**src/design/sols_pkg.sv**
```systemverilog
package sols_pkg;

  // Fixed field widths of the stream and configuration ports.
  localparam int unsigned PosW      = 10;
  localparam int unsigned KeyInW    = 20;
  localparam int unsigned CntW      = 16;
  localparam int unsigned PolicyW   = 2;
  localparam int unsigned LenW      = 11;
  localparam int unsigned CfgIdxW   = 1;
  localparam int unsigned InTdataW  = 32;
  localparam int unsigned InTuserW  = 1;
  localparam int unsigned OutTdataW = 16;

  localparam logic [CntW-1:0] CntMax = '1;

  localparam logic [CfgIdxW-1:0] CfgPolicy = 1'd0;
  localparam logic [CfgIdxW-1:0] CfgLength = 1'd1;

  typedef enum logic [PolicyW-1:0] {
    POL_FIRST = 2'd0,
    POL_PRED  = 2'd1,
    POL_COUNT = 2'd2,
    POL_NONE  = 2'd3
  } policy_e;

  // Read address selection of both tables.
  typedef enum logic [1:0] {
    RSEL_SCAN = 2'd0,
    RSEL_HIT  = 2'd1,
    RSEL_PRED = 2'd2
  } rsel_e;

  // Write address selection of both tables.
  typedef enum logic [1:0] {
    WSEL_LOAD  = 2'd0,
    WSEL_CLEAR = 2'd1,
    WSEL_HIT   = 2'd2,
    WSEL_PRED  = 2'd3
  } wsel_e;

  typedef struct packed {
    logic  clr_step;
    logic  load_start;
    logic  scan_start;
    logic  scan_step;
    logic  hit_capture;
    logic  latch_hcnt;
    rsel_e rsel;
    wsel_e wsel;
    logic  key_we;
    logic  cnt_we;
    logic  cnt_take_pred;
    logic  out_load;
  } cmd_t;

  typedef struct packed {
    logic    clr_last;
    logic    is_search;
    logic    pos_ok;
    logic    match;
    logic    scan_end;
    logic    hit_zero;
    logic    cnt_gt;
    logic    out_free;
    policy_e policy;
  } status_t;

endpackage

```
**src/design/sols_ctrl.sv**
```systemverilog
module sols_ctrl (
  input  logic              clk_i,
  input  logic              rst_ni,
  input  logic              in_valid_i,
  output logic              in_ready_o,
  input  sols_pkg::status_t status_i,
  output sols_pkg::cmd_t    cmd_o
);

  typedef enum logic [8:0] {
    ST_CLEAR = 9'b000000001,
    ST_IDLE  = 9'b000000010,
    ST_SCAN  = 9'b000000100,
    ST_RD0   = 9'b000001000,
    ST_RD1   = 9'b000010000,
    ST_RD2   = 9'b000100000,
    ST_WRA   = 9'b001000000,
    ST_WRB   = 9'b010000000,
    ST_DONE  = 9'b100000000
  } state_e;

  state_e state_q, state_d;
  logic   swap_q, swap_d;

  always_ff @(posedge clk_i or negedge rst_ni) begin
    if (!rst_ni) begin
      state_q <= ST_CLEAR;
      swap_q  <= 1'b0;
    end else begin
      state_q <= state_d;
      swap_q  <= swap_d;
    end
  end

  assign in_ready_o = (state_q == ST_IDLE);

  always_comb begin
    state_d = state_q;
    swap_d  = swap_q;
    cmd_o   = '0;
    cmd_o.rsel = sols_pkg::RSEL_SCAN;
    cmd_o.wsel = sols_pkg::WSEL_LOAD;
    unique case (state_q)
      ST_CLEAR: begin
        cmd_o.clr_step = 1'b1;
        cmd_o.cnt_we   = 1'b1;
        cmd_o.wsel     = sols_pkg::WSEL_CLEAR;
        if (status_i.clr_last) begin
          state_d = ST_IDLE;
        end
      end
      ST_IDLE: begin
        if (in_valid_i) begin
          if (status_i.is_search) begin
            cmd_o.scan_start = 1'b1;
            state_d = ST_SCAN;
          end else begin
            cmd_o.load_start = 1'b1;
            cmd_o.key_we     = status_i.pos_ok;
            cmd_o.cnt_we     = status_i.pos_ok;
            state_d = ST_DONE;
          end
        end
      end
      ST_SCAN: begin
        cmd_o.scan_step = 1'b1;
        if (status_i.match) begin
          cmd_o.hit_capture = 1'b1;
          state_d = ST_RD0;
        end else if (status_i.scan_end) begin
          state_d = ST_DONE;
        end
      end
      ST_RD0: begin
        cmd_o.rsel = sols_pkg::RSEL_HIT;
        state_d = ST_RD1;
      end
      ST_RD1: begin
        cmd_o.rsel       = sols_pkg::RSEL_PRED;
        cmd_o.latch_hcnt = 1'b1;
        state_d = ST_RD2;
      end
      ST_RD2: begin
        cmd_o.rsel = sols_pkg::RSEL_PRED;
        unique case (status_i.policy)
          sols_pkg::POL_FIRST: swap_d = !status_i.hit_zero;
          sols_pkg::POL_PRED:  swap_d = !status_i.hit_zero;
          sols_pkg::POL_COUNT: swap_d = !status_i.hit_zero && status_i.cnt_gt;
          sols_pkg::POL_NONE:  swap_d = 1'b0;
          default:             swap_d = 1'b0;
        endcase
        state_d = ST_WRA;
      end
      ST_WRA: begin
        // The hit position takes the predecessor's entry when swapping.
        cmd_o.rsel          = sols_pkg::RSEL_PRED;
        cmd_o.wsel          = sols_pkg::WSEL_HIT;
        cmd_o.key_we        = swap_q;
        cmd_o.cnt_we        = (status_i.policy == sols_pkg::POL_COUNT);
        cmd_o.cnt_take_pred = swap_q;
        state_d = ST_WRB;
      end
      ST_WRB: begin
        cmd_o.rsel   = sols_pkg::RSEL_PRED;
        cmd_o.wsel   = sols_pkg::WSEL_PRED;
        cmd_o.key_we = swap_q;
        cmd_o.cnt_we = swap_q && (status_i.policy == sols_pkg::POL_COUNT);
        state_d = ST_DONE;
      end
      ST_DONE: begin
        if (status_i.out_free) begin
          cmd_o.out_load = 1'b1;
          state_d = ST_IDLE;
        end
      end
      default: begin
        state_d = ST_CLEAR;
      end
    endcase
  end

endmodule

```
**config.mk**
```make
export PLATFORM = sky130hd
export DESIGN_NAME = sols_ctrl
export DESIGN_NICKNAME = d
export VERILOG_FILES = /design/src/design/sols_pkg.sv /design/src/design/sols_ctrl.sv
export SDC_FILE = /design/constraint.sdc
export NUM_CORES = 1
export LEC_CHECK = 0
export BUFFER_PORTS_ARGS = -buffer_cell sky130_fd_sc_hd__buf_4
export CAP_MARGIN = 10
export CELL_PAD_IN_SITES_DETAIL_PLACEMENT = 0
export CELL_PAD_IN_SITES_GLOBAL_PLACEMENT = 1
export CORE_AREA = 4 4 51 53
export CTS_BUF_LIST = sky130_fd_sc_hd__clkbuf_4 sky130_fd_sc_hd__clkbuf_8 sky130_fd_sc_hd__clkbuf_16
export CTS_CLUSTER_DIAMETER = 120
export CTS_CLUSTER_SIZE = 12
export DETAILED_ROUTE_END_ITERATION = 10
export DIE_AREA = 0 0 55 57
export GPL_TIMING_DRIVEN = 1
export PLACE_DENSITY = 0.79
export SLEW_MARGIN = 20
export SYNTH_ARGS = -nofsm -noshare
export SYNTH_HDL_FRONTEND = slang
export SYNTH_SLANG_ARGS = --single-unit
export TNS_END_PERCENT = 100
```
**constraint.sdc**
```tcl
create_clock -name clk_i -period 3.08 [get_ports clk_i]
set_clock_uncertainty 0.05 [all_clocks]
set_input_delay 0.308 -clock clk_i [delete_from_list [all_inputs] [get_ports clk_i]]
set_output_delay 0.308 -clock clk_i [all_outputs]
set_load 0.005 [all_outputs]
```
## Word-level counts from Yosys, hierarchy flattened

Cells that the tools add are included.

- Equality and inequality tests: 16
- Muxes and demuxes: 25
- Reductions and logical operators: 8

Operator list:

| operator | count |
|---|---|
| 9-bit case mux with 9 select lines | 1 |
| 9-bit two-way mux | 6 |
| 2-bit two-way mux | 5 |
| 9-bit by 1-bit equality test with 1-bit output (second input constant) | 1 |
| 9-bit by 2-bit equality test with 1-bit output (second input constant) | 1 |
| 9-bit by 3-bit equality test with 1-bit output (second input constant) | 1 |
| 9-bit by 4-bit equality test with 1-bit output (second input constant) | 1 |
| 9-bit by 5-bit equality test with 1-bit output (second input constant) | 1 |
| 9-bit by 6-bit equality test with 1-bit output (second input constant) | 1 |
| 9-bit by 7-bit equality test with 1-bit output (second input constant) | 1 |
| 9-bit by 8-bit equality test with 1-bit output (second input constant) | 1 |
| 9-bit equality test (second input constant) | 1 |
| 1-bit two-way mux | 8 |
| 2-bit != test (second input constant) | 3 |
| 2-bit case mux with 3 select lines | 1 |
| 2-bit equality test (second input constant) | 2 |
| 1-bit case mux with 4 select lines | 1 |
| 2-bit case mux with 2 select lines | 1 |
| 4-bit AND reduction | 1 |
| 2-bit OR reduction | 2 |
| 4-bit OR reduction | 1 |
| 3-bit != test (second input constant) | 1 |
| 1-bit case mux with 3 select lines | 1 |
| 2-bit by 1-bit equality test with 1-bit output (second input constant) | 1 |
| 4 further kinds | 5 |

- Register bits: 10
- Input port bits: 13
- Output and inout port bits: 15
- Word-level logic and storage cells: 51

## Logic depth before layout (Yosys ltp)

- Word-level depth: 3
- Gate-level depth with buffers: 5
- Depth with buffers taken out: 4

## Worst setup path after synthesis

No wires, ideal clock.

- Path kind: flip-flop to output port
- Start point: register state_q[5]
- End point: output port cmd_o[2] (netlist bit)
- Arrival: 1.672 ns
- Required time: 2.722 ns
- Setup slack: 1.050 ns
- Stages on the path, launching flop included: 6
- Path buffers: 1
- Cells stage by stage: dfrtp_1 -> or4_4 -> buf_6 -> nor3_4 -> nor3b_4 -> a221o_1

RTL lines:

| what | line | text |
|---|---|---|
| from (decl) | sols_ctrl.sv:22 | `state_e state_q, state_d;` |
| from (signal assigned) | sols_ctrl.sv:30 | `state_q <= state_d;` |
| to (decl) | sols_ctrl.sv:7 | `output sols_pkg::cmd_t cmd_o` |

==> run summary <==
For the max-cap check violation count, the log shows 0. In the layout the commonest cells are sky130_fd_sc_hd__buf_4, sky130_fd_sc_hd__nor2_1, sky130_fd_sc_hd__dfrtp_1. The vertical extent of the die is 57 µm.

Setup violations remaining at the end of the flow were counted as 0. For this run, global-route usage on met1 was measured as 19.29%. Global routing finished with a remaining overflow of 0. The top cell type's share of synthesized area came out at 28.39%. The clock transition at the register clock pins on the worst setup and hold paths after CTS works out to 70 ps.

After technology mapping, the gate count stands at 90. The arrival time at the worst endpoint is 2120 ps, and the core area is 2148 µm². In this design, the stage delay of the slowest critical-path cell is 610 ps. The count of final max-slew check failures was 0. Summing the sequential cell areas from Yosys gives 31.70% of the chip area. The tools report the worst-case setup slack after placement as 885.8 ps.

Compared with the post-synthesis result, the final layout area differs by 31.70%. Prevailing post-synth register cell: sky130_fd_sc_hd__dfrtp_1. After detailed routing, the average wire length per cell comes to 14.30 µm. In the post-synthesis netlist, the biggest area contributors are sky130_fd_sc_hd__dfrtp_1, sky130_fd_sc_hd__nand3b_1, sky130_fd_sc_hd__nor2_1, sky130_fd_sc_hd__dfstp_2, sky130_fd_sc_hd__a31oi_1.

IR analysis of the VDD net gives a maximum drop of 0.0002713 V. The logs give 17 for the total number of placement rows and 801 for the overall via count from detail_route. The number of flops mapped to enable cells by yosys works out to 0. TritonCTS built the clock tree. For the level count of the clock H-tree, the log shows 1.

The layout has 215 filler cells. The clock passes through at most 2 buffers. The initial utilization of the core area, before any placement, comes to 36.92%. The tools report the Yosys warning count as 0. Based on the critical path, the design can be clocked at up to 402.9 MHz. The total clock sinks was 10; the number of buffers created by CTS was 3. The post-synthesis cell type with the largest combined area is sky130_fd_sc_hd__dfrtp_1. STA classifies the critical path endpoint as a primary output.

The die extent in x is 55 µm, and the DRC violation count after routing is 0. The critical path class was reg -> out. The tree is rooted in a sky130_fd_sc_hd__clkbuf_4. Measured against its own limit, the worst slew margin works out to 70.79%.

The cell area that synthesis handed to floorplanning was 793.3 µm². The signal on the critical path passes through or4b_1 > nor3_4 > nor3b_4 > a221o_1 > buf_4. In this run the worst path has a maximum fanout of 13. The flow ran to the end, and the final reports show no timing, DRC or antenna violations.

The post-route clock period utilization was 80.59%. The met2 layer usage reported by global route is 20.27%. The share of synthesized registers carrying an async set or reset was 100.0%; the shortest clock period the worst path allows after layout was 2482 ps. The path class of the tightest hold or removal check is in -> reg. After synthesis, the mean cell area works out to 8.814 µm². Highest-utilization routing layer at the global route stage: met2.

The run gives 0.4890 nW as the static leakage. Setup repair after global routing left no endpoint under its margin. The die covers 3135 µm². The transition at the pin with the smallest max-transition slack was 438.1 ps; the number of global-route vias before repair was 715. The share of cells above drive strength 1 is 32.76%. The worst setup path is launched from a register.

Final count of hold timing violations: 0. Global routing consumed, on the met3 layer, 3.133% of the routing resources. The insertion delay to the later sink of the worst-skew pair came out at 270 ps. The post-synthesis register bit count was 10; the detailed-router iteration count before antenna repair was 4.

In this run the power density over the cells is 594.1 nW/µm². On the critical path, the stage with the largest delay is an instance of sky130_fd_sc_hd__dfrtp_1. Counting every net in the synthesized netlist gives 103. The tools report the DRC violation total after the first TritonRoute iteration as 14. Leaving out fill and tap cells, the most frequent cell in the layout is sky130_fd_sc_hd__buf_4. The number of nets in the finished design is 130. The multi-input gate area in the final layout is 498.0 µm².

Entering global routing, the biggest net connects 17 pins. The worst path setup slack after routing was 597.7 ps; the number of antenna repair diodes was 0. The remaining number of nets flagged by the antenna check after routing came out at 0. Wires add up to 2059 µm. The number of antenna violations at the first check in global routing is 0, and the endpoint required time on the critical path is 2720 ps. The sum of net half-perimeters after detailed placement came out at 1605 µm. Using the TritonRoute via totals, the vias-per-cell ratio works out to 5.563. The first global-routing pass estimated 3236 µm of wire. Global routing used 14.06% of the available tracks. Setup total negative slack on the finished layout was measured at 0 ps. The congestion estimate from routability-driven global placement came to 0.9173.

Pin placement for this block handled 28 I/O pins. Input and output buffers added on the ports amount to 27. The number of distinct library cell variants in the gate-level netlist after synthesis is 40. In the final layout, flip-flops and latches occupy 251.5 µm².
state kept, by name, indices dropped and copies added, names as in the netlist:
signal	flops
state_q	9
swap_q	1
routing by layer:
| metal | vias to the layer above | part of all wire (%) |
|---|---|---|
| li1 | 382 | - |
| met1 | 377 | 41 |
| met2 | 36 | 46 |
| met3 | 6 | 10 |
| met4 | 0 | 2.4 |
| met5 | - | 0 |
cells by family after synthesis:
logic type / after synthesis / share of synthesized area, %
buffers and inverters: 9 / 5.520
AOI/OAI and AO/OA: 17 / 14.20
muxes: 1 / 1.419
xor gates and xnor gates: 2 / 2.209
and+or+nand+nor: 51 / 44.95
DFF: 10 / 31.70
layout make-up:
| type | instances | share of cell area [%] |
|---|---|---|
| clock buffers | 4 | 3.473 |
| well taps | 28 | 3.353 |
| multi-input cells | 71 | 47.66 |
| flip-flops and latches | 10 | 24.07 |
| inverters | 3 | 1.078 |
| repair buffers | 28 | 20.36 |
metrics by stage:
step	power, W	utilization, %	instances	instance area [µm²]	hold WS, ps
final	0.0006207	48.63	144	1045	243.6
after global routing	0.0006679	48.63	144	1045	239.7
after CTS	0.0006243	48.63	144	1045	239.1
after detailed placement	0.0005048	46.48	139	998.5	97.23
after global placement	0.0005011	46.48	139	998.5	98.80
after floorplan	0.0003909	-	90	793.3	-37.59
what timing repair did:
action                    CTS  global route
hold buffers                1             0
gates resized for setup     0             0
buffers inserted            0             0
hold endpoints to repair    9             0
final timing paths:
kind / start / slack (ps) / to / cells past startpoint
setup / recovery: state_q[1]$_DFFE_PN0P_ / 600 / cmd_o[2] / 5
hold / removal: status_i[9] / 240 / state_q[0]$_DFFE_PN1P_ / 4
setup reg to reg: state_q[3]$_DFFE_PN0P_ / 1260 / swap_q$_DFFE_PN0P_ / 4
hold reg to reg: swap_q$_DFFE_PN0P_ / 510 / swap_q$_DFFE_PN0P_ / 1
max in group asynchronous: rst_ni / 2410 / state_q[0]$_DFFE_PN1P_ / 2
min in group asynchronous: rst_ni / 350 / state_q[6]$_DFFE_PN0P_ / 2
critical path: cells and delay by family, from the launching register on:
kind | cells | cell delay [ps]
flops | 1 | 610
buf+inv | 1 | 100
compound gates | 1 | 170
simple gates | 3 | 960
power breakdown:
group,switching [W],total (W),internal (W)
registers,0.0000707,0.000225,0.000154
clock network,0.0000461,0.000118,0.0000718
logic,0.000130,0.000278,0.000148
Yosys cell counts (2+ instances only):
library cell               count
sky130_fd_sc_hd__nor2_1       10
sky130_fd_sc_hd__dfrtp_1       9
sky130_fd_sc_hd__nand2_1       6
sky130_fd_sc_hd__nand3b_1      5
sky130_fd_sc_hd__a31oi_1       4
sky130_fd_sc_hd__and2_1        4
sky130_fd_sc_hd__and3_1        3
sky130_fd_sc_hd__inv_1         3
sky130_fd_sc_hd__nand2b_1      3
sky130_fd_sc_hd__nor3_1        3
sky130_fd_sc_hd__a21oi_1       2
sky130_fd_sc_hd__and4_1        2
sky130_fd_sc_hd__buf_2         2
sky130_fd_sc_hd__clkbuf_1      2
sky130_fd_sc_hd__nor2b_1       2
sky130_fd_sc_hd__nor3b_1       2
sky130_fd_sc_hd__o21ai_0       2
sky130_fd_sc_hd__o21ai_1       2
sky130_fd_sc_hd__or4b_1        2
sky130_fd_sc_hd__xor2_1        2
No activity file was read; power rests on OpenSTA's default activity.
